### config.mk
export PLATFORM = sky130hd
export DESIGN_NAME = linear_frame_request_planner
export DESIGN_NICKNAME = d
export VERILOG_FILES = /design/src/rtl/lfrp_pkg.sv /design/src/rtl/lfrp_cfg_regs.sv /design/src/rtl/lfrp_mod_unit.sv /design/src/rtl/linear_frame_request_planner.sv
export VERILOG_INCLUDE_DIRS = /design/src /design/src/rtl
export SDC_FILE = /design/constraint.sdc
export NUM_CORES = 1
export LEC_CHECK = 0
export BUFFER_PORTS_ARGS = -buffer_cell sky130_fd_sc_hd__buf_2
export CAP_MARGIN = 20
export CORE_MARGIN = 3
export CORE_UTILIZATION = 68
export DETAILED_ROUTE_END_ITERATION = 12
export PLACE_DENSITY = 0.91
export SYNTH_ARGS = -nofsm -noshare
export SYNTH_HDL_FRONTEND = slang
export SYNTH_SLANG_ARGS = --single-unit
### constraint.sdc
create_clock -name clk_i -period 8.66 [get_ports clk_i]
set_input_delay 0.433 -clock clk_i [delete_from_list [all_inputs] [get_ports clk_i]]
set_output_delay 0.433 -clock clk_i [all_outputs]
set_load 0.05 [all_outputs]
### src/rtl/linear_frame_request_planner_assert.svh
// assertion macros for the linear frame request planner
// expects clk_i and rst_ni in the scope where a macro is used
`ifndef LINEAR_FRAME_REQUEST_PLANNER_ASSERT_SVH
`define LINEAR_FRAME_REQUEST_PLANNER_ASSERT_SVH

// property checked at every rising clock edge outside reset
`define LFRP_ASSERT(lbl, prop, msg) \
  lbl: assert property (@(posedge clk_i) disable iff (!rst_ni) (prop)) else $error(msg);

// consequent checked in the cycle after the antecedent
`define LFRP_ASSERT_NEXT(lbl, ante, cons, msg) \
  `LFRP_ASSERT(lbl, (ante) |=> (cons), msg)

`endif

### src/rtl/lfrp_pkg.sv
// shared types and constants of the linear frame request planner
// no dependencies; used by every module of the block
`timescale 1ns / 1ps
`default_nettype none

package lfrp_pkg;

  localparam int unsigned FrameBits  = 24;
  localparam int unsigned CountBits  = FrameBits - 1;
  localparam int unsigned CalcBits   = FrameBits + 1;
  localparam int unsigned DepthBits  = 7;
  localparam int unsigned SlotBits   = 6;
  localparam int unsigned DivBits    = 24;
  localparam int unsigned ModCntBits = $clog2(DivBits);
  localparam int unsigned CfgIdxBits = 3;

  localparam logic [DepthBits-1:0]        WindowMax = 7'd64;
  localparam logic signed [FrameBits-1:0] PrevReset = -24'sd2098;

  localparam logic [CountBits-1:0] TotalFramesRst = 23'd1;
  localparam logic [CountBits-1:0] RangeLimitRst  = 23'd50;
  localparam logic [DepthBits-1:0] CacheDepthRst  = 7'd10;
  localparam logic [CountBits-1:0] LeadInRst      = 23'd5;
  localparam logic                 RequestAllRst  = 1'b0;

  typedef enum logic [CfgIdxBits-1:0] {
    CFG_TOTAL_FRAMES = 3'd0,
    CFG_RANGE_LIMIT  = 3'd1,
    CFG_CACHE_DEPTH  = 3'd2,
    CFG_LEAD_IN      = 3'd3,
    CFG_REQUEST_ALL  = 3'd4
  } cfg_idx_e;

  typedef struct packed {
    logic [CountBits-1:0] total_frames;
    logic [CountBits-1:0] range_limit;
    logic [DepthBits-1:0] cache_depth;
    logic [CountBits-1:0] lead_in;
    logic                 request_all;
  } cfg_t;

  typedef struct packed {
    logic                 start;
    logic [DivBits-1:0]   dividend;
    logic [DepthBits-1:0] divisor;
  } mod_req_t;

  typedef struct packed {
    logic                done;
    logic [SlotBits-1:0] rem;
  } mod_rsp_t;

  typedef enum logic [3:0] {
    ST_IDLE,
    ST_CLAMP,
    ST_CMP,
    ST_DECIDE,
    ST_START,
    ST_COUNT,
    ST_MOD_GO,
    ST_MOD_WAIT,
    ST_DONE
  } plan_state_e;

endpackage

`default_nettype wire

### src/rtl/lfrp_cfg_regs.sv
// configuration register file of the linear frame request planner
// depends on lfrp_pkg for register indexes, reset values and cfg_t
`timescale 1ns / 1ps
`default_nettype none

module lfrp_cfg_regs (
  input  wire logic                                clk_i,
  input  wire logic                                rst_ni,
  input  wire logic                                cfg_valid_i,
  input  wire logic [lfrp_pkg::CfgIdxBits-1:0]     cfg_index_i,
  input  wire logic [lfrp_pkg::CountBits-1:0]      cfg_data_i,
  output lfrp_pkg::cfg_t                           cfg_o,
  output logic                                     depth_wr_o
);

  lfrp_pkg::cfg_t cfg_q;

  always_ff @(posedge clk_i or negedge rst_ni) begin
    if (!rst_ni) begin
      cfg_q.total_frames <= lfrp_pkg::TotalFramesRst;
      cfg_q.range_limit  <= lfrp_pkg::RangeLimitRst;
      cfg_q.cache_depth  <= lfrp_pkg::CacheDepthRst;
      cfg_q.lead_in      <= lfrp_pkg::LeadInRst;
      cfg_q.request_all  <= lfrp_pkg::RequestAllRst;
    end else begin
      if (cfg_valid_i) begin
        unique case (lfrp_pkg::cfg_idx_e'(cfg_index_i))
          lfrp_pkg::CFG_TOTAL_FRAMES: cfg_q.total_frames <= cfg_data_i;
          lfrp_pkg::CFG_RANGE_LIMIT:  cfg_q.range_limit  <= cfg_data_i;
          lfrp_pkg::CFG_CACHE_DEPTH:  cfg_q.cache_depth  <= cfg_data_i[lfrp_pkg::DepthBits-1:0];
          lfrp_pkg::CFG_LEAD_IN:      cfg_q.lead_in      <= cfg_data_i;
          lfrp_pkg::CFG_REQUEST_ALL:  cfg_q.request_all  <= cfg_data_i[0];
          default: ;
        endcase
      end
    end
  end

  assign cfg_o      = cfg_q;
  // window state is cleared at the same edge as the depth transfer
  assign depth_wr_o = cfg_valid_i && (cfg_index_i == lfrp_pkg::CFG_CACHE_DEPTH);

endmodule

`default_nettype wire

### src/rtl/lfrp_mod_unit.sv
// serial restoring remainder unit, one dividend bit per cycle
// depends on lfrp_pkg for widths and the request and response structs
`timescale 1ns / 1ps
`default_nettype none

module lfrp_mod_unit (
  input  wire logic      clk_i,
  input  wire logic      rst_ni,
  input  wire lfrp_pkg::mod_req_t req_i,
  output lfrp_pkg::mod_rsp_t rsp_o
);

  localparam logic [lfrp_pkg::ModCntBits-1:0] LastStep =
    lfrp_pkg::ModCntBits'(lfrp_pkg::DivBits - 1);

  logic                               busy_q;
  logic                               done_q;
  logic [lfrp_pkg::ModCntBits-1:0]    cnt_q;
  logic [lfrp_pkg::DivBits-1:0]       shift_q;
  logic [lfrp_pkg::DepthBits-1:0]     rem_q;
  logic [lfrp_pkg::DepthBits-1:0]     divisor_q;

  logic [lfrp_pkg::DepthBits:0] trial;
  logic [lfrp_pkg::DepthBits:0] trial_sub;
  logic                         trial_ge;

  always_comb begin
    trial     = {rem_q, shift_q[lfrp_pkg::DivBits-1]};
    trial_ge  = trial >= {1'b0, divisor_q};
    trial_sub = trial_ge ? (trial - {1'b0, divisor_q}) : trial;
  end

  always_ff @(posedge clk_i or negedge rst_ni) begin
    if (!rst_ni) begin
      busy_q <= 1'b0;
      done_q <= 1'b0;
      cnt_q  <= '0;
    end else begin
      done_q <= 1'b0;
      if (req_i.start) begin
        busy_q <= 1'b1;
        cnt_q  <= '0;
      end else if (busy_q) begin
        cnt_q <= cnt_q + 1'b1;
        if (cnt_q == LastStep) begin
          busy_q <= 1'b0;
          done_q <= 1'b1;
        end
      end
    end
  end

  always_ff @(posedge clk_i) begin
    if (req_i.start) begin
      shift_q   <= req_i.dividend;
      divisor_q <= req_i.divisor;
      rem_q     <= '0;
    end else if (busy_q) begin
      shift_q <= {shift_q[lfrp_pkg::DivBits-2:0], 1'b0};
      // partial remainder stays below the divisor
      rem_q   <= trial_sub[lfrp_pkg::DepthBits-1:0];
    end
  end

  assign rsp_o.done = done_q;
  assign rsp_o.rem  = rem_q[lfrp_pkg::SlotBits-1:0];

endmodule

`default_nettype wire

### src/rtl/linear_frame_request_planner.sv
// flow: clamp, compare, decide and start states, then the done state with cache depth zero; with a window,
// count, remainder start and wait on the 24-step serial remainder unit for the ring slot come before done
// throughput: one request at a time; done waits for a free output register before a new request is taken
// reset: asynchronous active low, loads register defaults and the window state, no sweep
// top level: sequencer, window state and output register; uses lfrp_pkg,
// lfrp_cfg_regs, lfrp_mod_unit and linear_frame_request_planner_assert.svh
`timescale 1ns / 1ps
`default_nettype none

`include "linear_frame_request_planner_assert.svh"

module linear_frame_request_planner (
  input  wire logic                                clk_i,
  input  wire logic                                rst_ni,
  input  wire logic                                cfg_valid_i,
  output logic                                     cfg_ready_o,
  input  wire logic [lfrp_pkg::CfgIdxBits-1:0]     cfg_index_i,
  input  wire logic [lfrp_pkg::CountBits-1:0]      cfg_data_i,
  input  wire logic                                in_valid_i,
  output logic                                     in_ready_o,
  input  wire logic signed [lfrp_pkg::FrameBits-1:0] wanted_frame_i,
  output logic                                     out_valid_o,
  input  wire logic                                out_ready_i,
  output logic [lfrp_pkg::CountBits-1:0]           target_frame_o,
  output logic [lfrp_pkg::CountBits-1:0]           fetch_start_o,
  output logic                                     served_from_cache_o,
  output logic                                     window_cleared_o,
  output logic [lfrp_pkg::SlotBits-1:0]            ring_slot_o
);

  localparam int unsigned FB = lfrp_pkg::FrameBits;
  localparam int unsigned CB = lfrp_pkg::CountBits;
  localparam int unsigned AB = lfrp_pkg::CalcBits;
  localparam int unsigned DB = lfrp_pkg::DepthBits;
  localparam int unsigned SB = lfrp_pkg::SlotBits;
  localparam int unsigned VB = lfrp_pkg::DivBits;

  lfrp_pkg::cfg_t     cfg;
  logic               depth_wr;
  lfrp_pkg::mod_req_t mod_req;
  lfrp_pkg::mod_rsp_t mod_rsp;

  lfrp_cfg_regs u_cfg (
    .clk_i      (clk_i),
    .rst_ni     (rst_ni),
    .cfg_valid_i(cfg_valid_i),
    .cfg_index_i(cfg_index_i),
    .cfg_data_i (cfg_data_i),
    .cfg_o      (cfg),
    .depth_wr_o (depth_wr)
  );

  lfrp_mod_unit u_mod (
    .clk_i (clk_i),
    .rst_ni(rst_ni),
    .req_i (mod_req),
    .rsp_o (mod_rsp)
  );

  lfrp_pkg::plan_state_e state_q, state_d;

  // window state
  logic signed [FB-1:0] last_q;
  logic [DB-1:0]        valid_run_q;
  logic [SB-1:0]        ring_start_q;

  // per-request working registers
  logic signed [FB-1:0] wanted_q;
  logic [CB-1:0]        n_q;
  logic signed [AB-1:0] diff_q;
  logic                 n_le_rl_q;
  logic                 hit_q;
  logic                 cleared_q;
  logic [DB-1:0]        base_valid_q;
  logic [DB-1:0]        back_q;
  logic signed [AB-1:0] op_a_q;
  logic [CB-1:0]        op_b_q;
  logic                 op_sub_q;
  logic [CB-1:0]        start_q;
  logic [VB-1:0]        count_q;
  logic [DB-1:0]        vr_new_q;
  logic [SB-1:0]        slot_q;

  // output register
  logic          out_valid_q;
  logic [CB-1:0] out_target_q;
  logic [CB-1:0] out_start_q;
  logic          out_hit_q;
  logic          out_cleared_q;
  logic [SB-1:0] out_slot_q;

  logic [DB-1:0] depth_eff;
  logic          depth_zero;
  logic [CB-1:0] tf_m1;
  logic [CB-1:0] n_clamp;

  always_comb begin
    depth_eff  = (cfg.cache_depth > lfrp_pkg::WindowMax) ? lfrp_pkg::WindowMax
                                                         : cfg.cache_depth;
    depth_zero = (depth_eff == '0);
    // an empty clip acts as a single frame
    tf_m1      = (cfg.total_frames == '0) ? '0 : (cfg.total_frames - 1'b1);
    if (wanted_q[FB-1]) begin
      n_clamp = '0;
    end else if (wanted_q[CB-1:0] > tf_m1) begin
      n_clamp = tf_m1;
    end else begin
      n_clamp = wanted_q[CB-1:0];
    end
  end

  // decision on the registered difference
  logic                 gt;
  logic                 gap_ok;
  logic [AB-1:0]        back;
  logic                 hit_c;
  logic                 at_reset_last;
  logic signed [AB-1:0] a_last;
  logic signed [AB-1:0] a_n;
  logic signed [AB-1:0] dec_a;
  logic [CB-1:0]        dec_b;
  logic                 dec_sub;
  logic                 dec_cleared;
  logic [DB-1:0]        dec_base;

  always_comb begin
    gt            = !diff_q[AB-1] && (diff_q != '0);
    gap_ok        = diff_q <= $signed({2'b00, cfg.range_limit});
    back          = -diff_q;
    hit_c         = !depth_zero && !gt && (back < AB'(depth_eff))
                    && (back < AB'(valid_run_q));
    at_reset_last = (last_q == lfrp_pkg::PrevReset);
    a_last        = $signed({last_q[FB-1], last_q});
    a_n           = $signed({2'b00, n_q});
    dec_a         = '0;
    dec_b         = '0;
    dec_sub       = 1'b0;
    dec_cleared   = 1'b0;
    dec_base      = '0;
    if (depth_zero) begin
      priority if (gt && gap_ok) begin
        dec_a = a_last;
        dec_b = CB'(1);
      end else if (!gt && n_le_rl_q) begin
        dec_a = '0;
      end else if (cfg.request_all) begin
        if (gt) begin
          dec_a = a_last;
          dec_b = CB'(1);
        end
      end else begin
        dec_a   = a_n;
        dec_b   = cfg.lead_in;
        dec_sub = 1'b1;
      end
    end else if (hit_c) begin
      dec_a = a_n;
    end else begin
      priority if (gt && (gap_ok || cfg.request_all)) begin
        dec_a    = a_last;
        dec_b    = CB'(1);
        dec_base = valid_run_q;
      end else if (!gt && (n_le_rl_q || cfg.request_all)) begin
        dec_a = '0;
      end else begin
        // long jump: window is invalidated and refilled from a lead-in, or from the window depth after reset
        dec_cleared = 1'b1;
        dec_a       = a_n;
        dec_b       = at_reset_last ? CB'(depth_eff) : cfg.lead_in;
        dec_sub     = 1'b1;
      end
    end
  end

  logic signed [AB-1:0] start_sum;
  logic [CB-1:0]        start_c;
  logic [VB-1:0]        count_c;
  logic [VB-1:0]        ring_base;
  logic [VB-1:0]        dividend_c;
  logic [VB-1:0]        vr_sum;
  logic [DB-1:0]        vr_new_c;
  logic [SB-1:0]        slot_c;
  logic [DB-1:0]        depth_m1;

  always_comb begin
    start_sum  = op_sub_q ? (op_a_q - $signed({2'b00, op_b_q}))
                          : (op_a_q + $signed({2'b00, op_b_q}));
    start_c    = start_sum[AB-1] ? '0 : start_sum[CB-1:0];
    count_c    = {1'b0, n_q} - {1'b0, start_q} + VB'(1);
    ring_base  = cleared_q ? '0 : VB'(ring_start_q);
    dividend_c = hit_q ? (VB'(ring_start_q) + VB'(depth_eff) - VB'(1) - VB'(back_q))
                       : (ring_base + count_q);
    vr_sum     = VB'(base_valid_q) + count_q;
    vr_new_c   = (vr_sum >= VB'(depth_eff)) ? depth_eff : vr_sum[DB-1:0];
    depth_m1   = depth_eff - 1'b1;
    // on a miss the slot of the newest frame sits just before the new ring start; on a hit it is the remainder
    if (hit_q) begin
      slot_c = mod_rsp.rem;
    end else if (mod_rsp.rem == '0) begin
      slot_c = depth_m1[SB-1:0];
    end else begin
      slot_c = mod_rsp.rem - 1'b1;
    end
  end

  assign mod_req.start    = (state_q == lfrp_pkg::ST_MOD_GO);
  assign mod_req.dividend = dividend_c;
  assign mod_req.divisor  = depth_eff;

  logic out_free;
  assign out_free = !out_valid_q || out_ready_i;

  always_comb begin
    state_d = state_q;
    unique case (state_q)
      lfrp_pkg::ST_IDLE:     if (in_valid_i) state_d = lfrp_pkg::ST_CLAMP;
      lfrp_pkg::ST_CLAMP:    state_d = lfrp_pkg::ST_CMP;
      lfrp_pkg::ST_CMP:      state_d = lfrp_pkg::ST_DECIDE;
      lfrp_pkg::ST_DECIDE:   state_d = lfrp_pkg::ST_START;
      lfrp_pkg::ST_START:    state_d = depth_zero ? lfrp_pkg::ST_DONE : lfrp_pkg::ST_COUNT;
      lfrp_pkg::ST_COUNT:    state_d = lfrp_pkg::ST_MOD_GO;
      lfrp_pkg::ST_MOD_GO:   state_d = lfrp_pkg::ST_MOD_WAIT;
      lfrp_pkg::ST_MOD_WAIT: if (mod_rsp.done) state_d = lfrp_pkg::ST_DONE;
      lfrp_pkg::ST_DONE:     if (out_free) state_d = lfrp_pkg::ST_IDLE;
      default:               state_d = lfrp_pkg::ST_IDLE;
    endcase
  end

  always_ff @(posedge clk_i or negedge rst_ni) begin
    if (!rst_ni) begin
      state_q <= lfrp_pkg::ST_IDLE;
    end else begin
      state_q <= state_d;
    end
  end

  // window state and output valid
  always_ff @(posedge clk_i or negedge rst_ni) begin
    if (!rst_ni) begin
      last_q       <= lfrp_pkg::PrevReset;
      valid_run_q  <= '0;
      ring_start_q <= '0;
      out_valid_q  <= 1'b0;
    end else begin
      if (depth_wr) begin
        valid_run_q  <= '0;
        ring_start_q <= '0;
      end else if (state_q == lfrp_pkg::ST_MOD_WAIT && mod_rsp.done && !hit_q) begin
        valid_run_q  <= vr_new_q;
        ring_start_q <= mod_rsp.rem;
      end
      if ((state_q == lfrp_pkg::ST_START && depth_zero)
          || (state_q == lfrp_pkg::ST_MOD_WAIT && mod_rsp.done && !hit_q)) begin
        last_q <= $signed({1'b0, n_q});
      end
      if (state_q == lfrp_pkg::ST_DONE && out_free) begin
        out_valid_q <= 1'b1;
      end else if (out_ready_i) begin
        out_valid_q <= 1'b0;
      end
    end
  end

  // working and output payload
  always_ff @(posedge clk_i) begin
    unique case (state_q)
      lfrp_pkg::ST_IDLE:  if (in_valid_i) wanted_q <= wanted_frame_i;
      lfrp_pkg::ST_CLAMP: n_q <= n_clamp;
      lfrp_pkg::ST_CMP: begin
        diff_q    <= $signed({2'b00, n_q}) - $signed({last_q[FB-1], last_q});
        n_le_rl_q <= (n_q <= cfg.range_limit);
      end
      lfrp_pkg::ST_DECIDE: begin
        hit_q        <= hit_c;
        cleared_q    <= dec_cleared;
        base_valid_q <= dec_base;
        back_q       <= back[DB-1:0];
        op_a_q       <= dec_a;
        op_b_q       <= dec_b;
        op_sub_q     <= dec_sub;
        slot_q       <= '0;
      end
      lfrp_pkg::ST_START: start_q <= start_c;
      lfrp_pkg::ST_COUNT: count_q <= count_c;
      lfrp_pkg::ST_MOD_GO: vr_new_q <= vr_new_c;
      lfrp_pkg::ST_MOD_WAIT: if (mod_rsp.done) slot_q <= slot_c;
      lfrp_pkg::ST_DONE: begin
        if (out_free) begin
          out_target_q  <= n_q;
          out_start_q   <= start_q;
          out_hit_q     <= hit_q;
          out_cleared_q <= cleared_q;
          out_slot_q    <= slot_q;
        end
      end
      default: ;
    endcase
  end

  assign cfg_ready_o         = 1'b1;
  assign in_ready_o          = (state_q == lfrp_pkg::ST_IDLE);
  assign out_valid_o         = out_valid_q;
  assign target_frame_o      = out_target_q;
  assign fetch_start_o       = out_start_q;
  assign served_from_cache_o = out_hit_q;
  assign window_cleared_o    = out_cleared_q;
  assign ring_slot_o         = out_slot_q;

  `LFRP_ASSERT(a_ring_start_in_window, depth_zero || (ring_start_q < SB'(depth_eff)) || (depth_eff == DB'(64)), "ring start outside window")
  `LFRP_ASSERT(a_valid_run_bounded, valid_run_q <= depth_eff, "valid run exceeds window depth")
  `LFRP_ASSERT(a_mod_done_when_waiting, !mod_rsp.done || (state_q == lfrp_pkg::ST_MOD_WAIT), "remainder done outside wait state")
  `LFRP_ASSERT_NEXT(a_hit_fetches_nothing, state_q == lfrp_pkg::ST_DONE && out_free && hit_q, fetch_start_o == target_frame_o, "cache hit with a fetch run")

endmodule

`default_nettype wire
# Word level (Yosys, flattened, before mapping)
# Cells that the tools add are included.
op_classes:
  addsub: 16
  n_mul: 0
  n_div: 0
  n_lt_le_gt_ge: 8
  eq_ne: 17
  shifts: 0
  mux: 57
  bitwise: 1
  n_reduce_logical: 42
op_table:
  columns: ["operator", "count"]
  rows:
  - ["23-bit two-way mux", 11]
  - ["25-bit two-way mux", 8]
  - ["24-bit two-way mux", 3]
  - ["25-bit by 7-bit less-than comparator with 1-bit output", 2]
  - ["6-bit two-way mux", 6]
  - ["4-bit one-hot mux with 9 select lines", 1]
  - ["7-bit two-way mux", 5]
  - ["25-bit by 24-bit adder with 25-bit output", 1]
  - ["25-bit by 24-bit <= comparator with 1-bit output", 1]
  - ["25-bit negator", 1]
  - ["25-bit nonzero test", 1]
  - ["24-bit by 24-bit subtractor with 25-bit output", 1]
  - ["25-bit by 24-bit subtractor with 25-bit output", 1]
  - ["24-bit by 1-bit adder with 24-bit output (second input constant)", 1]
  - ["6-bit by 24-bit adder with 24-bit output", 1]
  - ["7-bit by 24-bit adder with 24-bit output", 1]
  - ["24-bit by 13-bit equality test with 1-bit output (second input constant)", 1]
  - ["24-bit by 7-bit greater-or-equal comparator with 1-bit output", 1]
  - ["23-bit by 23-bit subtractor with 24-bit output", 1]
  - ["23-bit greater-than comparator", 1]
  - ["23-bit <= comparator", 1]
  - ["23-bit logical NOT", 1]
  - ["23-bit by 1-bit subtractor with 23-bit output (second input constant)", 1]
  - ["4-bit by 3-bit equality test with 1-bit output (second input constant)", 4]
  - ["33 further kinds", 85]
totals:
  ff_bits: 416
  latch_bits: 0
  mem_bits_rw: 0
  mem_bits_ro: 0
  in_bits: 55
  word_cells: 177
  memories: 0

# Logic depth before layout (Yosys ltp)
# Gate-level depths: netlist of the first run.
depth:
  depth_word: 9
  mapped_depth: 20
  mapped_depth_nobuf: 17

# Modules after synthesis
# Synthesis of the first run repeated with hierarchy kept, for this count alone.
unflattened:
  hier_cells: 2453
  hier_area_um2: 25650.9
by_module_without_submodules:
  columns: ["mod", "instances", "cells_each", "area_per_inst_um2", "seq_area_each_um2"]
  rows:
  - ["linear_frame_request_planner", 1, 2102, 20403.3, 8613.3]
  - ["lfrp_cfg_regs", 1, 167, 2930.3, 1936.9]
  - ["lfrp_mod_unit", 1, 184, 2317.2, 1246.2]

# Worst setup path after synthesis of the first run
# Ideal clock, no wire load.
synth_timing:
  path_type: "flip-flop to flip-flop"
  from: "reg state_q[0]"
  to: "reg slot_q[0], enable pin"
  setup_time_ps: 325
  arrival_time_ps: 5565
  required_time_ps: 8335
  slack_ps: 2770
  stages_incl_launch_ff: 5
  period_less_slack_ps: 5890
  cell_sequence: "dfrtp_1 clkbuf_1 nand2_1 nor3_1 nand2b_1"
synth_via:
  elab_chain_len: 3
  word_cells_on_any_way: 5
synth_lines:
  columns: ["element", "line", "source"]
  rows:
  - ["from (decl)", "linear_frame_request_planner.sv:60", "lfrp_pkg::plan_state_e state_q, state_d;"]
  - ["from (signal assigned)", "linear_frame_request_planner.sv:231", "state_q <= lfrp_pkg::ST_IDLE;"]
  - ["from (signal assigned)", "linear_frame_request_planner.sv:233", "state_q <= state_d;"]
  - ["4-bit by 3-bit equality test with 1-bit output or 4-bit by 2-bit equality test with 1-bit output (tied branches)", "linear_frame_request_planner.sv:266", "unique case (state_q)"]
  - ["2-bit by 1-bit inequality test with 1-bit output (no line) or 2-bit nonzero test (tied branches)", null, null]
  - ["2-bit AND reduction (no line) *", null, null]
  - ["to (signal assigned)", "linear_frame_request_planner.sv:286", "lfrp_pkg::ST_MOD_WAIT: if (mod_rsp.done) slot_q <= slot_c;"]
  - ["to (decl)", "linear_frame_request_planner.sv:82", "logic [SB-1:0] slot_q;"]
# Every way passes the cells marked *; elsewhere a longest branch is shown, timed or not.
# A chain may end at the register's enable or synchronous reset.

# Final worst setup path of the first run
layout_timing:
  from: "reg u_cfg.cfg_q (netlist bit u_cfg.cfg_o[61])"
  to: "reg n_q[2] (data pin)"
layout_via:
  elab_chain_len: 4
  word_cells_on_any_way: 5
layout_lines:
  columns: ["element", "line", "source"]
  rows:
  - ["from (decl)", "lfrp_cfg_regs.sv:16", "lfrp_pkg::cfg_t cfg_q;"]
  - ["23-bit by 1-bit subtractor with 23-bit output or 23-bit logical NOT (tied branches)", "linear_frame_request_planner.sv:102", "tf_m1 = (cfg.total_frames == '0) ? '0 : (cfg.total_frames - 1'b1);"]
  - ["23-bit two-way mux *", "linear_frame_request_planner.sv:102", null]
  - ["23-bit greater-than comparator", "linear_frame_request_planner.sv:105", "end else if (wanted_q[CB-1:0] > tf_m1) begin"]
  - ["23-bit two-way mux *", "linear_frame_request_planner.sv:105", null]
  - ["to (signal assigned)", "linear_frame_request_planner.sv:268", "lfrp_pkg::ST_CLAMP: n_q <= n_clamp;"]
  - ["to (decl)", "linear_frame_request_planner.sv:69", "logic [CB-1:0] n_q;"]
# Marks and branches as above.

==> key figures, run 1 <==
Worst setup path
  – CP Class: reg2reg
  – Crit Path Max Fanout: 16
  – Internal reg-to-reg setup slack: 3.27 ns
  – Critical path arrival: ~5.7 ns
  – R2r worst-path depth: 16
  – RR Endpoint: n_q[2]
  – R2R Path Start: u_cfg.cfg_o[61]
  – Worst Path Required: 8.98 ns
  – Crit path launch type: flop
  – CP Capture Type: flop

Logic synthesis
  – Sequential area share after synthesis: 0.474
  – Syn avg cell area: between 10 and 15 um2
  – Synth top area cells: edfxtp_1 34%, ha_1 11%, dfrtp_1 9.8%
  – Yosys top cell area share: 0.340
  – Mapped Area: ~25000 um2
  – Cells after Synth: roughly 2400
  – Post-synth ARST share: 0.304
  – Distinct cells, synth: 79
  – EDFF count, synth: 282
  – Primary FF master, synth: edfxtp_1
  – Number of synthesized register bits: 415
  – Synthesized net count: 2663
  – Total number of yosys warnings: 0
  – Yosys top cell by area: edfxtp_1

Floorplan
  – Die area: 38900 um2
  – Core area: ~36000 um2
  – Die height: 197 um
  – Die width: 197 um
  – Row count: 69
  – I/O pin cnt: 112
  – Starting density of the core: 0.695

Finish
  – Diode count: 0
  – Post-Layout Inst Area: ~28000 um2
  – Finished Layout Cells: just under 3000
  – Area Overhead vs Synth: 10.5%
  – Final core occ: 0.768
  – # nets final: 2774
  – Seq. cell area: 11800 um2
  – Share of cells above drive strength 1: 0.138
  – Multi-input logic area: 12200 um2
  – Fillers: 2103

Drt
  – Vias: 19300
  – Aggregate routed wire length: 64000 um
  – Drt drc: 0
  – DR vias/cell: 6.47
  – Drt initial violations: 2111
  – Post-DRT Antenna Nets: 0
  – First-pass detailed-route iteration total: 8
  – Routed len/inst: about 21 um

Status
  – Status: complete, no violations

GRT
  – Total gr overflow: 0
  – Largest net degree at the start of global routing: 67
  – Initial antenna violation count: 0
  – Number of global-route vias before repair: between 15000 and 20000
  – Gr usage total: 0.327
  – First-pass GRT wire length: between 100000 and 150000 um

Clocking
  – Clock latency on the worst-skew pair: 0.57 ns
  – Maximum clock path buffer count: 3
  – Sink Count: 415
  – Root Driver: clkbuf_16
  – Num CTS Buffers: 42
  – H-tree levels: 2
  – Post-CTS sizing: 0
  – Worst-path clk slew: 0.07 ns
  – TritonCTS clock tree: yes
  – Post-CTS setup buffer count: 0

Timing
  – Hold Worst Slack: 0.0354 ns
  – Fin crit share: 0.623
  – Final count of pins violating max slew: 0
  – Clock skew: 0.0153 ns
  – Setup TNS: 0 ns
  – Slew HR: 0.266
  – RSZ-0062 raised after global routing: false
  – Final hold violations: 0
  – Final setup violating endpoints: 0
  – Crit path time final: 5.39 ns
  – Actual slew at the worst max-slew pin: 1.09 ns
  – Fmax: 185 MHz

Place
  – Placed Instances: 2897
  – Port bufs: 110
  – HPWL after detailed placement: 46500 um
  – Routability cong.: between 0.9 and 1
  – Area of placed instances: 25900 um2

Flow run
  – Max-Cap Viols: 0

Power and ir drop
  – Peak VDD IR: approximately 0.24 mV
  – P_leak: approximately 11 nW
  – Pwr/cell area: 239 nW/um2

Hold path
  – WHS Endpoint: wanted_q[23]
  – Hold_sp: wanted_frame_i[23]
  – Hold Crit Class: in2reg
  – Hold path cells: 1
[per-stage QoR]
stage / setup WS (ns) / power, mW
6_report: 3.27 / 6.56
5_1_grt: 3.02 / 6.89
4_1_cts: 3.26 / 6.53
3_5_place_dp: 3.36 / 4.60
3_3_place_gp: 3.50 / 4.46
2_1_floorplan: 2.77 / 4.12
[where the power goes]
group	switching [mW]	internal (mW)	total (mW)
Sequential	0.225	2.49	2.72
Combinational	1.10	0.844	1.94
Clock	0.774	1.13	1.91
[worst max-delay path by stage]
stage / startpoint / endpoint / slack [ns]
3_5_place_dp: u_cfg.cfg_o[59] / n_q[0] / 3.36
5_1_grt: u_cfg.cfg_o[61] / n_q[6] / 3.02
3_3_place_gp: u_cfg.cfg_o[61] / n_q[1] / 3.50
6_report: u_cfg.cfg_o[61] / n_q[2] / 3.27
2_1_floorplan: state_q[0] / slot_q[0] / 2.77
4_1_cts: u_cfg.cfg_o[61] / n_q[2] / 3.26
[worst max-delay path, cell delays in order, from the launching register on]
cell and delay, ns:
dfrtp_1 0.43, or4_1 0.58, or3_1 0.41, or4_1 0.54, nand2b_1 0.45, o21ai_0 0.28, ha_1 0.32, a21o_1 0.19
a21o_1 0.18, a21o_1 0.18, a21o_1 0.17, a21oi_1 0.14, nor2_1 0.06, a2111oi_0 0.42, a21oi_2 0.27, buf_8 0.23
mux2_2 0.30
[layout by cell type, fill, tap and decap left out, types with 16 or more instances in the layout]
cell / n
nand2_1: 176
edfxtp_1: 282
o21a_1: 27
nor2b_1: 45
nor2_1: 202
or3_1: 16
o21ai_0: 128
clkbuf_16: 47
nand2b_1: 35
a21o_1: 57
dfrtp_1: 98
buf_4: 17
nor4_1: 19
and3_1: 26
inv_1: 175
nor3_1: 56
o22a_1: 16
buf_2: 109
and2_1: 23
a211oi_1: 24
dfstp_2: 28
a22o_1: 23
mux2_2: 83
xor2_1: 53
xnor2_1: 81
nand4_1: 31
a31oi_1: 20
a21oi_1: 138
ha_1: 225
nand3_1: 41
[metal layers]
| layer | share of wire | global-route usage | vias up |
|---|---|---|---|
| li1 | - | - | 8841 |
| met1 | 0.39 | 0.438 | 9177 |
| met2 | 0.46 | 0.525 | 1052 |
| met3 | 0.099 | 0.0624 | 211 |
| met4 | 0.047 | 0.144 | 0 |
| met5 | 0 | 0 | - |
[what timing repair did]
action / 4_1_cts / 5_1_grt
setup endpoints to repair: 0 / 0
endpoints found under the hold margin: 39 / 0
hold buffers: 1 / 0
[sequential cells by signal, summed over array words and instances, names as in the netlist, 4 cells and up]
name,cells
u_cfg.cfg_o,77
diff_q,25
count_q,24
last_q,24
op_a_q,24
u_mod.shift_q,24
wanted_q,24
fetch_start_o,23
n_q,23
op_b_q,23
start_q,23
target_frame_o,23
back_q,7
base_valid_q,7
u_mod.divisor_q,7
u_mod.rem_q,7
valid_run_q,7
vr_new_q,7
ring_slot_o,6
ring_start_q,6
slot_q,6
u_mod.cnt_q,5
state_q,4
[logic make-up (layout without fill, tap and decap cells)]
family / Yosys count / count (layout) / synth area share
xor+xnor: 134 / 134 / 0.0471
compound gates: 519 / 519 / 0.134
flops: 415 / 415 / 0.474
mux: 96 / 96 / 0.0428
simple gates: 735 / 735 / 0.145
other cells: 1 / 1 / 0.000151
buf+inv: 242 / 387 / 0.0371
fa+ha+maj: 233 / 233 / 0.119
[cell type report]
| type | instances | share of cell area |
|---|---|---|
| sequential | 415 | 0.429 |
| clock buffer | 70 | 0.0495 |
| clock inverter | 8 | 0.00346 |
| multi-input combinational | 1718 | 0.444 |
| inverter | 176 | 0.0240 |
| timing repair buffer | 133 | 0.0290 |
| tap | 461 | 0.0210 |
[Yosys cell counts (all sizes together) (58+ instances only)]
master / n
nor2: 205
clkbuf: 58
a21oi: 139
xnor2: 81
nand2: 176
edfxtp: 282
mux2: 83
o21ai: 130
nor3: 59
dfrtp: 98
ha: 225
inv: 175
(Power assumes the default switching activity.)
==> run 2, diff against run 1 <==
CORE_UTILIZATION = 57   (was 68)
PLACE_DENSITY = 0.82   (was 0.91)
clock period = 4.5 ns   (was 8.66 ns; I/O delays follow)
==> key figures, run 2 (synthesized netlist as in run 1, its figures left out) <==
Clocking
  – Root Driver: clkbuf_16
  – Maximum clock path buffer count: 3 (unchanged)
  – Worst-path clk slew: 0.06 ns (about the same)
  – H-tree levels: 2 (unchanged)
  – Num CTS Buffers: 44 (+4.8%)
  – TritonCTS clock tree: yes
  – Sink Count: 415 (unchanged)
  – Clock latency on the worst-skew pair: 0.58 ns (about the same)

Finish
  – Share of cells above drive strength 1: 0.168 (+0.0299)
  – Commonest non-fill, non-tap cells in the layout: 282 x edfxtp_1, 223 x ha_1, 201 x nor2_1
  – Finished Layout Cells: 3220 (+8.0%)
  – Area Overhead vs Synth: 16.0%
  – Most common cell after layout, fill and taps aside: edfxtp_1
  – Max reg flops: 77 (unchanged)
  – Diode count: 0 (unchanged)
  – # nets final: 2895 (+4.4%)

Hold path
  – Hold_sp: cfg_index_i[2]
  – WHS Endpoint: u_cfg.cfg_o[0]
  – Hold path cells: 3 (+2)
  – Hold Crit Class: in2reg

Timing
  – Setup TNS: 0 ns (unchanged)
  – Crit path time final: 4.47 ns (-0.920 ns)
  – Final hold violations: 0 (unchanged)
  – Fmax: 224 MHz (+21%)
  – RSZ-0062 raised after global routing: true
  – Final setup margin: 0.0277 ns (-3.24 ns)
  – Slew HR: 0.391 (+0.125)
  – Clock skew: 0.0239 ns (+0.00865 ns)
  – Actual slew at the worst max-slew pin: 0.910 ns (-0.182 ns)
  – Fin crit share: 0.994 (+0.371)
  – Final count of pins violating max slew: 0 (unchanged)
  – Final setup violating endpoints: 0 (unchanged)

Power and ir drop
  – Pwr/cell area: 444 nW/um2 (+86%)
  – P_leak: 11.9 nW (+5.3%)
  – Peak VDD IR: 0.319 mV (+33%)
  – Seq pwr share: 0.406 (-0.008)
  – Clock network power share: 0.293 (+0.002)
  – Combinational share of power: 0.301 (+0.006)
  – Switch Pwr: 4.04 mW (+93%)
  – Cell Int Power: 8.77 mW (+96%)
  – Switching Share: 0.315 (-0.00401)

GRT
  – Initial antenna violation count: 0 (unchanged)
  – Total gr overflow: 0 (unchanged)
  – First-pass GRT wire length: 99600 um (-0.65%)
  – Gr usage total: 0.270 (-0.0570)
  – Largest net degree at the start of global routing: 66 (-1.5%)
  – Number of global-route vias before repair: 18700 (-0.95%)

Place
  – HPWL after detailed placement: 47900 um (+3.0%)
  – Placed Instances: 3079 (+6.3%)
  – Routability cong.: 0.933 (-3.8%)
  – Port bufs: 110 (unchanged)
  – Pre-CTS setup slack: -0.245 ns (-3.60 ns)

Worst setup path
  – Top delay family on crit path: simple AND/OR/NAND/NOR gates
  – Crit Path Max Fanout: 12 (-4)
  – Crit-path most repeated cell: a21o_1
  – Critical path arrival: 4.78 ns (-0.93 ns)
  – CP Class: reg2reg
  – CP Capture Type: flop
  – RR Endpoint: n_q[1]
  – WP buf/inv: 2 (+1)
  – R2r worst-path depth: 17 (+1)
  – CP peak stage delay: 0.55 ns (-0.03 ns)
  – Crit path launch type: flop
  – R2R Path Start: u_cfg.cfg_o[62]
  – Worst Path Required: 4.81 ns (-4.17 ns)
  – CP max-delay cell: or4_4
  – Cells along the critical path: or4_4 > or3_4 > or4_4 > buf_6 > nand2b_4 > o21ai_4 > ha_4 > a21o_1 > a21o_1 > a21o_1 > a21o_1 > a21oi_2 > nor2_2 > a2111oi_4 > a21oi_4 > buf_12 > mux2_2
  – Internal reg-to-reg setup slack: 0.03 ns (-3.24 ns)

Drt
  – DR vias/cell: 5.97 (-7.8%)
  – Aggregate routed wire length: 63800 um (-0.29%)
  – Post-DRT Antenna Nets: 0 (unchanged)
  – First-pass detailed-route iteration total: 5 (-3)
  – Routed len/inst: 19.8 um (-7.7%)
  – Drt initial violations: 1534 (-27%)
  – Drt drc: 0 (unchanged)
  – Vias: 19200 (-0.37%)

Floorplan
  – Die width: 215 um (+8.9%)
  – Die height: 215 um (+8.9%)
  – Die area: 46200 um2 (+19%)
  – Row count: 75 (+8.7%)
  – I/O pin cnt: 112 (unchanged)
  – Core area: 42500 um2 (+19%)
  – Starting density of the core: 0.586 (-0.109)

Flow run
  – Max-Cap Viols: 0 (unchanged)

Status
  – Status: complete, no violations
==> run 2: changes by cell type in the layout (fill, tap and decap cells not counted), moves of 3 or more <==
cell / before / now
clkbuf_1: 13 / 7
inv_6: 0 / 4
clkinv_2: 4 / 8
clkbuf_8: 10 / 3
clkinv_4: 0 / 3
buf_8: 4 / 1
buf_4: 17 / 86
dlygate4sd3_1: 1 / 49
o21ai_0: 128 / 125
bufinv_16: 2 / 5
clkinv_1: 1 / 5
==> run 2: layout make-up <==
cell class / count / area [um2]
clock inverters: 26 / 282
multi-input cells: 1718 / 12400
well taps: 577 / 722
fillers: 3112 / 13600
flip-flops and latches: 415 / 11800
inverters: 176 / 661
clock buffers: 56 / 1220
repair buffers: 252 / 1840
==> run 2: worst reg2reg max path, cell delays in order, from the launching register on <==
cell       delay (ns)
dfrtp_1          0.39
or4_4            0.55
or3_4            0.36
or4_4            0.46
buf_6            0.15
nand2b_4         0.17
o21ai_4          0.10
ha_4             0.23
a21o_1           0.17
a21o_1           0.17
a21o_1           0.17
a21o_1           0.18
a21oi_2          0.14
nor2_2           0.07
a2111oi_4        0.32
a21oi_4          0.14
buf_12           0.17
mux2_2           0.28
==> run 2: metrics by stage <==
step           area, um2  utilization  hold slack [ns]  total power, mW
3_3_place_gp       26600        0.627            0.332             8.77
3_5_place_dp       26600        0.627            0.337             8.93
6_report           28900        0.679           0.0415             12.8
5_1_grt            28900        0.679           0.0342             13.6
2_1_floorplan      25000            -          -0.0706             7.93
4_1_cts            28700        0.675          0.00557             12.8
==> run 2: what timing repair did <==
item,4_1_cts,5_1_grt
setup endpoints to repair,23,60
resized for setup,10,12
cloned,0,2
hold buffers,49,0
buffers inserted,3,2
pin swaps,3,5
hold endpoints to repair,145,0
==> run 2: how the worst max path moves through the flow <==
stage                          startpoint      end  slack [ns]  depth (start not counted)
after floorplan           u_cfg.cfg_o[61]  n_q[14]       -0.04                         17
after global placement    u_cfg.cfg_o[62]   n_q[0]       -0.14                         17
after detailed placement  u_cfg.cfg_o[62]  n_q[22]       -0.25                         17
after CTS                 u_cfg.cfg_o[62]   n_q[1]       0.007                         17
after global routing      u_cfg.cfg_o[62]   n_q[2]        -0.1                         16
final                     u_cfg.cfg_o[62]   n_q[1]        0.03                         17
==> run 2: metal layers <==
layer	part of all wire	up-vias	global-route usage
li1	-	9090	-
met1	0.44	9263	0.380
met2	0.46	723	0.432
met3	0.073	134	0.0436
met4	0.033	0	0.0879
met5	0	-	0
==> run 2: power by group through the flow <==
stage / Clock, mW / Combinational (mW) / Sequential, mW
after detailed placement: 0 / 3.67 / 5.26
after global placement: 0 / 3.53 / 5.24
final: 3.75 / 3.85 / 5.20
after CTS: 3.81 / 3.77 / 5.19
after global routing: 3.98 / 4.35 / 5.25
after floorplan: 0 / 2.83 / 5.10
